<file path="src/rtl/cfl_pkg.sv">
package cfl_pkg;

    localparam int DEFAULT_POOL_DEPTH = 64;
    localparam int SLOT_FIELD_LIMIT   = 64;
    localparam int SIZE_W             = 7;
    localparam int SLOT_W             = 6;

    localparam logic OP_ACQUIRE = 1'b0;
    localparam logic OP_RELEASE = 1'b1;

    localparam logic [1:0] ST_OK         = 2'd0;
    localparam logic [1:0] ST_EMPTY      = 2'd1;
    localparam logic [1:0] ST_ALREADY    = 2'd2;
    localparam logic [1:0] ST_OUT_RANGE  = 2'd3;

    typedef struct packed {
        logic              opcode;
        logic [SLOT_W-1:0] release_index;
        logic              conn_alive;
    } in_beat_t;

    typedef struct packed {
        logic [1:0]        status;
        logic [SLOT_W-1:0] slot_index;
    } out_beat_t;

endpackage

</file>
<file path="src/rtl/cfl_list.sv">
module cfl_list #(
    parameter int SLOTS = cfl_pkg::SLOT_FIELD_LIMIT
) (
    input  logic                           clk,
    input  logic                           rst_n,
    input  logic                           cfg_wr_en,
    input  logic [cfl_pkg::SIZE_W-1:0]     cfg_wr_data,
    input  logic                           step,
    input  cfl_pkg::in_beat_t              req,
    output cfl_pkg::out_beat_t             rsp
);

    localparam int IW = (SLOTS > 1) ? $clog2(SLOTS) : 1;
    localparam logic [cfl_pkg::SIZE_W-1:0] SLOTS_N = cfl_pkg::SIZE_W'(SLOTS);

    logic [IW-1:0]                link_mem [SLOTS];
    logic [IW-1:0]                link_rd_reg;
    logic [SLOTS-1:0]             written_reg;
    logic                         link_hit_reg;
    logic [IW-1:0]                link_alt_reg;
    logic [SLOTS-1:0]             used_reg;
    logic [IW-1:0]                head_reg;
    logic [IW-1:0]                tail_reg;
    logic                         empty_reg;
    logic [cfl_pkg::SIZE_W-1:0]   size_reg;

    logic [cfl_pkg::SIZE_W-1:0]   size_next;
    logic [IW-1:0]                head_next;
    logic [IW-1:0]                tail_next;
    logic                         empty_next;
    logic                         link_hit_next;
    logic [IW-1:0]                link_alt_next;
    logic                         wr_en;
    logic [IW-1:0]                wr_addr;
    logic [IW-1:0]                wr_data;
    logic                         fwd;
    logic [IW-1:0]                head_link;
    logic [IW-1:0]                rel;
    logic                         out_range;
    logic                         rel_ok;

    // clamp the written size to 1..SLOTS
    always_comb
    begin
        if (cfg_wr_data == '0)
            size_next = cfl_pkg::SIZE_W'(1);
        else if (cfg_wr_data > SLOTS_N)
            size_next = SLOTS_N;
        else
            size_next = cfg_wr_data;
    end

    // link of the head slot, prefetched at the previous edge
    assign head_link = link_hit_reg ? link_rd_reg : link_alt_reg;
    assign out_range = {1'b0, req.release_index} >= size_reg;
    assign rel       = req.release_index[IW-1:0];
    assign rel_ok    = !out_range && used_reg[rel];

    always_comb
    begin
        rsp = '0;
        if (req.opcode == cfl_pkg::OP_ACQUIRE)
        begin
            if (empty_reg)
                rsp.status = cfl_pkg::ST_EMPTY;
            else
                rsp.slot_index = cfl_pkg::SLOT_W'(head_reg);
        end
        else
        begin
            if (out_range)
                rsp.status = cfl_pkg::ST_OUT_RANGE;
            else if (!used_reg[rel])
                rsp.status = cfl_pkg::ST_ALREADY;
        end
    end

    // the tail's own link is kept only in head_reg
    always_comb
    begin
        head_next  = head_reg;
        tail_next  = tail_reg;
        empty_next = empty_reg;
        wr_en      = 1'b0;
        wr_addr    = tail_reg;
        wr_data    = rel;
        if (cfg_wr_en)
        begin
            head_next  = '0;
            tail_next  = IW'(size_next - cfl_pkg::SIZE_W'(1));
            empty_next = 1'b0;
        end
        else if (step)
        begin
            if (req.opcode == cfl_pkg::OP_ACQUIRE)
            begin
                if (!empty_reg)
                begin
                    if (head_reg == tail_reg)
                        empty_next = 1'b1;
                    else
                        head_next = head_link;
                end
            end
            else if (rel_ok)
            begin
                if (empty_reg)
                begin
                    head_next  = rel;
                    tail_next  = rel;
                    empty_next = 1'b0;
                end
                else if (req.conn_alive)
                begin
                    // healthy slot becomes the head
                    wr_en     = 1'b1;
                    wr_addr   = rel;
                    wr_data   = head_reg;
                    head_next = rel;
                end
                else
                begin
                    // dead slot becomes the tail
                    wr_en     = 1'b1;
                    wr_addr   = tail_reg;
                    wr_data   = rel;
                    tail_next = rel;
                end
            end
        end
    end

    // unwritten links read as the rebuilt chain i to i+1
    assign fwd           = wr_en && (wr_addr == head_next);
    assign link_hit_next = !cfg_wr_en && !fwd && written_reg[head_next];
    assign link_alt_next = fwd ? wr_data : head_next + IW'(1);

    always_ff @(posedge clk)
    begin
        if (wr_en)
            link_mem[wr_addr] <= wr_data;
        link_rd_reg <= link_mem[head_next];
    end

    always_ff @(posedge clk or negedge rst_n)
    begin
        if (!rst_n)
        begin
            used_reg     <= '0;
            written_reg  <= '0;
            head_reg     <= '0;
            tail_reg     <= IW'(SLOTS - 1);
            empty_reg    <= 1'b0;
            size_reg     <= SLOTS_N;
            link_hit_reg <= 1'b0;
            link_alt_reg <= IW'(1);
        end
        else
        begin
            head_reg     <= head_next;
            tail_reg     <= tail_next;
            empty_reg    <= empty_next;
            link_hit_reg <= link_hit_next;
            link_alt_reg <= link_alt_next;
            if (cfg_wr_en)
            begin
                size_reg    <= size_next;
                written_reg <= '0;
                for (int k = 0; k < SLOTS; k++)
                    used_reg[k] <= (cfl_pkg::SIZE_W'(k + 1) > size_next);
            end
            else
            begin
                if (wr_en)
                    written_reg[wr_addr] <= 1'b1;
                if (step && req.opcode == cfl_pkg::OP_ACQUIRE && !empty_reg)
                    used_reg[head_reg] <= 1'b1;
                if (step && req.opcode == cfl_pkg::OP_RELEASE && rel_ok)
                    used_reg[rel] <= 1'b0;
            end
        end
    end

endmodule

</file>
<file path="src/rtl/circular_free_list_pool.sv">
// the head's link is prefetched from the link memory; in_data_reg registers a beat,
// then out_data_reg its result; one beat per cycle unless out_stall holds
// reset: asynchronous, active low; all slots free, chain i to i+1, size SLOTS
// a pool_size write rebuilds the list in the same cycle
module circular_free_list_pool #(
    parameter int POOL_DEPTH = cfl_pkg::DEFAULT_POOL_DEPTH
) (
    input  logic                         clk,
    input  logic                         rst_n,
    input  logic                         in_valid,
    output logic                         in_stall,
    input  cfl_pkg::in_beat_t            in_data,
    output logic                         out_valid,
    input  logic                         out_stall,
    output cfl_pkg::out_beat_t           out_data,
    input  logic                         cfg_wr_en,
    input  logic [cfl_pkg::SIZE_W-1:0]   cfg_wr_data
);

    localparam int SLOTS = (POOL_DEPTH < cfl_pkg::SLOT_FIELD_LIMIT)
                           ? POOL_DEPTH : cfl_pkg::SLOT_FIELD_LIMIT;

    logic                in_valid_reg;
    cfl_pkg::in_beat_t   in_data_reg;
    logic                out_valid_reg;
    cfl_pkg::out_beat_t  out_data_reg;
    cfl_pkg::out_beat_t  rsp;
    logic                advance;
    logic                step;

    assign advance  = !out_valid_reg || !out_stall;
    assign step     = in_valid_reg && advance;
    assign in_stall = in_valid_reg && !advance;

    cfl_list #(
        .SLOTS (SLOTS)
    ) u_list (
        .clk         (clk),
        .rst_n       (rst_n),
        .cfg_wr_en   (cfg_wr_en),
        .cfg_wr_data (cfg_wr_data),
        .step        (step),
        .req         (in_data_reg),
        .rsp         (rsp)
    );

    always_ff @(posedge clk or negedge rst_n)
    begin
        if (!rst_n)
        begin
            in_valid_reg  <= 1'b0;
            out_valid_reg <= 1'b0;
        end
        else
        begin
            if (!in_stall)
                in_valid_reg <= in_valid;
            if (advance)
                out_valid_reg <= in_valid_reg;
        end
    end

    always_ff @(posedge clk)
    begin
        if (!in_stall && in_valid)
            in_data_reg <= in_data;
        if (step)
            out_data_reg <= rsp;
    end

    assign out_valid = out_valid_reg;
    assign out_data  = out_data_reg;

endmodule

</file>
<file path="config.mk">
export PLATFORM = sky130hd
export DESIGN_NAME = circular_free_list_pool
export DESIGN_NICKNAME = d
export VERILOG_FILES = /design/src/rtl/cfl_pkg.sv /design/src/rtl/cfl_list.sv /design/src/rtl/circular_free_list_pool.sv
export SDC_FILE = /design/constraint.sdc
export NUM_CORES = 1
export LEC_CHECK = 0
export ABC_CLOCK_PERIOD_IN_PS = 9770
export BUFFER_PORTS_ARGS = -buffer_cell sky130_fd_sc_hd__buf_2
export CAP_MARGIN = 20
export CORE_MARGIN = 1.5
export CORE_UTILIZATION = 48
export CTS_CLUSTER_SIZE = 12
export DETAILED_ROUTE_END_ITERATION = 8
export SLEW_MARGIN = 5
export SYNTH_ARGS = -nofsm -noshare
export SYNTH_HDL_FRONTEND = slang
export SYNTH_SLANG_ARGS = --single-unit
</file>
<file path="constraint.sdc">
create_clock -name clk -period 9.77 [get_ports clk]
set_input_delay 0.4885 -clock clk [delete_from_list [all_inputs] [get_ports clk]]
set_output_delay 0.4885 -clock clk [all_outputs]
set_load 0.02 [all_outputs]
</file>
Yosys cells after proc, flatten, opt, wreduce, memory -nomap -nowiden
Memory sizes are Yosys's and may differ from the RTL's. A register that Yosys moved wholly into a read port is not among the register bits.
Cells that the tools add are included.
{ "word_totals": {"regBits": 173, "mem_bits_rw": 384, "wordCells": 194, "n_memories": 1} }
{ "mem_list": {"columns": ["memory", "words", "width", "rd", "rd_ports_with_merged_regs", "wr", "line_no", "source"], "rows": [
  ["u_list.link_mem", 64, 6, 1, 1, 1, "cfl_list.sv:16", "logic [IW-1:0] link_mem [SLOTS];"]
]} }
{ "classes": {"n_addsub": 2, "order_cmp": 73, "eq_ne": 4, "muxes": 63, "bitwise_logic": 5, "n_reduce_logical": 31} }
{ "op_table": {"columns": ["op", "n"], "rows": [
  ["64-bit two-way mux", 6],
  ["6-bit by 7-bit greater-than comparator with 1-bit output, first input constant", 32],
  ["6-bit two-way mux", 28],
  ["64-bit bitwise OR", 2],
  ["5-bit by 7-bit greater-than comparator with 1-bit output, first input constant", 16],
  ["64-bit bitwise AND", 1],
  ["64-bit NOT", 1],
  ["4-bit by 7-bit greater-than comparator with 1-bit output, first input constant", 8],
  ["3-bit by 7-bit greater-than comparator with 1-bit output, first input constant", 4],
  ["6-bit by 7-bit < comparator with 1-bit output, second input constant", 4],
  ["1-bit two-way mux", 19],
  ["1-bit demux with 6-bit select", 3],
  ["6-bit by 1-bit >= comparator with 1-bit output, second input constant", 3],
  ["2-bit by 7-bit greater-than comparator with 1-bit output, first input constant", 2],
  ["1-bit logical AND", 14],
  ["7-bit two-way mux", 2],
  ["1-bit binary-select mux with 6-bit select", 2],
  ["6-bit == test", 2],
  ["1-bit logical NOT", 8],
  ["2-bit nonzero test", 4],
  ["6-bit by 7-bit >= comparator with 1-bit output", 1],
  ["1-bit by 7-bit greater-than comparator with 1-bit output, first input constant", 1],
  ["7-bit greater-than comparator, first input constant", 1],
  ["7-bit greater-than comparator, second input constant", 1],
  ["other kinds (10)", 13]
]} }

Depth between registers and ports, before layout
{ "depth": {"ltp_word": 14, "mapped_depth": 22} }

Hierarchy
Synthesis repeated with hierarchy kept, for this count alone.
{ "hier_totals": {"cells_unflattened": 2319, "hier_area_um2": 25747.2} }
{ "by_module_without_submodules": {"columns": ["module", "n_inst", "cells_per_inst", "area_each_um2", "seq_area_each_um2"], "rows": [
  ["cfl_list", 1, 2295, 25174.1, 15539.9],
  ["circular_free_list_pool", 1, 24, 573.0, 530.5]
]} }

Worst setup path after synthesis
OpenSTA, ideal clock, no wires.
{ "synth_path": {"kind": "register -> register", "from": "register in_data_reg[1] (netlist bit)", "to": "memory u_list.link_mem[0][1] (netlist bit) (data pin)", "setup_ns": 0.709, "arrival_time_ns": 5.257, "t_required_ns": 9.061, "slack_ns": 3.804, "stages_incl_launch_ff": 15, "n_path_buf": 4, "synth_period_minus_slack_ns": 5.966, "path_cell_list": "edfxtp_1 buf_2 buf_6 inv_1 ha_1 nand2b_1 a211oi_1 o32ai_1 a211oi_1 nand4_1 buf_4 nor4_4 nand2_2 clkbuf_1 o21ai_0"} }
{ "synth_via": {"elab_chain_len": 7} }
{ "synth_rtl": {"columns": ["item", "line_no", "source"], "rows": [
  ["from (decl)", "circular_free_list_pool.sv:24", "cfl_pkg::in_beat_t in_data_reg;"],
  ["from (signal assigned)", "circular_free_list_pool.sv:66", "in_data_reg <= in_data;"],
  ["1-bit binary-select mux with 6-bit select / 6-bit by 7-bit >= comparator with 1-bit output (equally long branches)", "cfl_list.sv:57, cfl_list.sv:55", null],
  ["1-bit two-way mux (not written as such) / 1-bit logical NOT (equally long branches)", "cfl_list.sv:57", "assign rel_ok = !out_range && used_reg[rel];"],
  ["1-bit logical AND *", "cfl_list.sv:57", null],
  ["6-bit two-way mux *", "cfl_list.sv:105", "else if (rel_ok)"],
  ["6-bit two-way mux *", "cfl_list.sv:95", "if (req.opcode == cfl_pkg::OP_ACQUIRE)"],
  ["6-bit two-way mux *", "cfl_list.sv:93", "else if (step)"],
  ["6-bit two-way mux *", "cfl_list.sv:87", "if (cfg_wr_en)"],
  ["net u_list.wr_data[1]", "cfl_list.sv:35", "logic [IW-1:0] wr_data;"],
  ["to (decl)", "cfl_list.sv:16", null]
]} }
Mark *: on every way through the listed nets, which the timed path passes. The rest lies on a longest branch. The select of a mux whose other input is x is not followed.

Worst setup path in the final report
{ "layout_path": {"from": "register in_data_reg[1] (netlist bit)", "to": "register u_list.link_hit_reg"} }
{ "layout_via": {"elab_chain_len": 12} }
{ "layout_rtl": {"columns": ["item", "line_no", "source"], "rows": [
  ["branches (longest 11 deep; another with 1-bit binary-select mux with 6-bit select)", null, null],
  ["1-bit logical AND *", "cfl_list.sv:135", "assign link_hit_next = !cfg_wr_en && !fwd && written_reg[head_next];"],
  ["net u_list.link_hit_next", "cfl_list.sv:31", "logic link_hit_next;"],
  ["to (signal assigned)", "cfl_list.sv:163", "link_hit_reg <= link_hit_next;"],
  ["to (decl)", "cfl_list.sv:19", "logic link_hit_reg;"]
]} }
Mark *: on every way through the listed nets, which the timed path passes. The select of a mux whose other input is x is not followed.
A chain may end at the register's enable or synchronous reset.

==> qor.txt <==
area of the multi-input gates: 0.00867 mm²
Worst Setup End Kind: register
Nets: 2172
Max H-tree Level: 2
CTS root buf: clkbuf_16
Max Root-Sink Buffers: 3
Startpoint Class: register
fmax: 133 MHz
DR pass1 iterations: 6
status: complete, no violations
final worst path period need: 7.55 ns
area grow syn2layout: 9.76%
routed length per instance: 26.2 µm
vias per cell: 6.42
Worst-Margin Slew: 1.17 ns
Core Box Area: 0.0526 mm²
HPWL after detailed placement: 47200 µm
Clock Latency Late Sink: 0.63 ns
share of layout cells above drive strength 1: 10.1%
RSZ-0062 raised after global routing: no
Synth Cell Area: 0.0255 mm²
FFs w/ async S/R, synth: 27.9%
Synth Instances: 2165
Top FF cell, synth: edfxtp_1
count of state elements after synthesis: 563
endpoints failing setup: 0
first-pass GRT wire length: 113000 µm
initial antenna violation count: 1
register area share after synthesis: 62.9%
Final Max Slew Viols: 0
total negative slack: 0 ns
clock sink total: 563
DRC: 0
Final period util: 77.2%
antenna-violating nets left: 0
FF+latch area: 0.0161 mm²
row count: 84
min-delay worst type: in -> reg
Yosys warnings: 0
maximum fanout along the worst path: 94
grt ovf: 0
initial core utilization: 48.6%
Worst VDD drop: 0.155 mV
CTS tree: yes
Max-Cap Viols: 0
DRT Wirelength: 75300 µm
Die H: 234 µm
power density over the cells: 202 mW/mm²
total power: 0.00566 W
Via Count: 18.5k
Port Buffers: 29
slew margin rel.: 21.3%
Leakage: 10.8 nW
EDFF count, synth: 400
RePlAce Congestion: 0.930
setup bufs post-CTS: 0
fill cell count: 4548
I/O pin total: 30
n_diodes: 0
CTS clk-pin slew, worst paths: 0.07 ns
die area: 0.0546 mm²
kind of critical path: reg -> reg
Worst Path Required: 10.33 ns
Post-DP Area: 0.0261 mm²
Finished Cell Area: 0.0280 mm²
final hold vios: 0
die width: 234 µm
Netlist cell types: 85
initial DRC count: 2313
pin count of the biggest net entering global routing: 95
Net Count, Synth: 2196
GRT Total Usage: 27.9%
Largest register FFs: 384
vias in the first global route: 17.8k
total CTS buffers: 59
Avg Cell Area, Syn: 11.8 µm²
clk_skew: 0.0201 ns
Data arrival, critical path: 8.10 ns
-- synthesized netlist by cell type, drive strengths merged, types with 8 or more instances --
cell type	instances	area (µm²)
or3	12	75.1
and2	11	71.3
a21o	67	503
o22ai	15	93.8
dfstp	8	210
and3	8	50.1
o21ai	67	335
a22oi	55	413
nand2b	10	62.6
buf	65	395
nor2b	12	75.1
nand3	42	210
edfxtp	400	12000
xnor2	14	123
dfrtp	149	3730
ha	11	138
nor2	211	795
inv	39	146
a22o	10	87.6
o31ai	48	370
mux2i	70	726
nand2	260	981
a211o	10	87.6
a221oi	38	333
a211oi	11	82.6
a31oi	12	75.1
o32ai	25	219
clkbuf	80	300
mux2	40	450
nor3	19	95.1
o211ai	21	163
a21oi	236	1220
-- cell usage in the layout (no fill, tap or decap), drive strengths merged, types with 6 or more instances in the layout --
cell,netlist,routed
nand3,42,42
nor3,19,19
ha,11,11
a21o,67,67
buf,65,58
nor2b,12,12
inv,39,39
a22o,10,10
dfxtp,6,6
edfxtp,400,400
o211ai,21,21
nand2b,10,10
o32ai,25,25
a31oi,12,12
mux2i,70,70
dfstp,8,8
a211o,10,10
mux2,40,40
o31ai,48,48
a22oi,55,55
dfrtp,149,149
a221oi,38,38
nor4,6,6
clkinv,0,14
xnor2,14,14
o22ai,15,15
nor2,211,211
o221ai,6,6
o21ai,67,67
or3,12,12
nand4,7,7
nand2,260,260
and3,8,8
a21oi,236,236
and2,11,11
a211oi,11,11
clkbuf,80,92
-- critical path, stage by stage (launching register included) --
cell and delay, ns:
edfxtp_1 0.76, inv_1 0.31, ha_1 0.35, nand2b_1 0.15
a211oi_1 0.24, o32ai_1 0.19, a211oi_1 0.32, nand4_1 0.66
nor4_2 1.05, or3_4 0.80, inv_4 0.47, buf_4 0.56
and3_1 0.30, a2111oi_0 0.82, o31a_1 0.23, o2111a_1 0.20
-- kinds of logic (layout without fill, tap and decap cells) --
family	after synthesis	after routing	synth area share, %
simple gates	616	616	10.5
flops	563	563	62.9
buf+inv	184	209	3.30
compound gates	660	660	17.3
fa+ha+maj	11	11	0.539
xor+xnor	19	19	0.652
mux	112	112	4.80
-- where the power goes --
part | total, W | internal (W) | switching, W | leakage, nW
Clock | 0.00221 | 0.00128 | 0.000930 | 0.926
Sequential | 0.00269 | 0.00263 | 0.0000595 | 5.74
Combinational | 0.000757 | 0.000227 | 0.000531 | 4.15
-- through the flow --
stage | cells | hold WS (ns) | setup WS [ns] | utilization [%]
2_1_floorplan | 2165 | 0.193 | 3.80 | -
3_3_place_gp | 2764 | 0.454 | 2.39 | 49.7
3_5_place_dp | 2766 | 0.461 | 2.26 | 49.7
4_1_cts | 2877 | 0.00270 | 2.23 | 53.3
5_1_grt | 2878 | 0.0146 | 1.72 | 53.3
6_report | 2878 | 0.0367 | 2.22 | 53.3
-- metal layers --
layer / wire length, µm / part of all wire [%] / track usage [%] / vias to the layer above
li1: - / - / - / 8080
met1: 32100 / 43 / 39.3 / 9349
met2: 34600 / 46 / 42.9 / 889
met3: 5910 / 7.8 / 5.04 / 161
met4: 2640 / 3.5 / 11.0 / 0
met5: 0 / 0 / 0 / -
-- area by class of cell --
type,instances,area share [%]
repair buffers,60,1.38
clock buffers,91,5.98
inverters,39,0.540
well taps,688,3.07
clock inverters,19,0.790
multi-input cells,1418,30.9
flip-flops and latches,563,57.3
-- repair_timing --
action                     in CTS  in global routing
setup endpoints to repair       0                  0
resized for setup               0                  0
hold buffers                    1                  0
hold endpoints to repair       52                  0
-- final timing paths --
check	from	end	slack, ns	cells after the start
min	in_data[0]	in_data_reg[0]$_DFFE_PP_	0.04	1
max reg2reg	in_data_reg[1]$_DFFE_PP_	u_list.link_hit_reg$_DFF_PN0_	2.22	15
max in group asynchronous	rst_n	u_list.written_reg[35]$_DFFE_PN0P_	8.06	3
min reg2reg	u_list.written_reg[59]$_DFFE_PN0P_	u_list.written_reg[59]$_DFFE_PN0P_	0.47	1
min in group asynchronous	rst_n	u_list.used_reg[37]$_DFF_PN0_	0.40	2
max	in_data_reg[1]$_DFFE_PP_	u_list.link_hit_reg$_DFF_PN0_	2.22	15
Power figures use the tool's default switching activity.
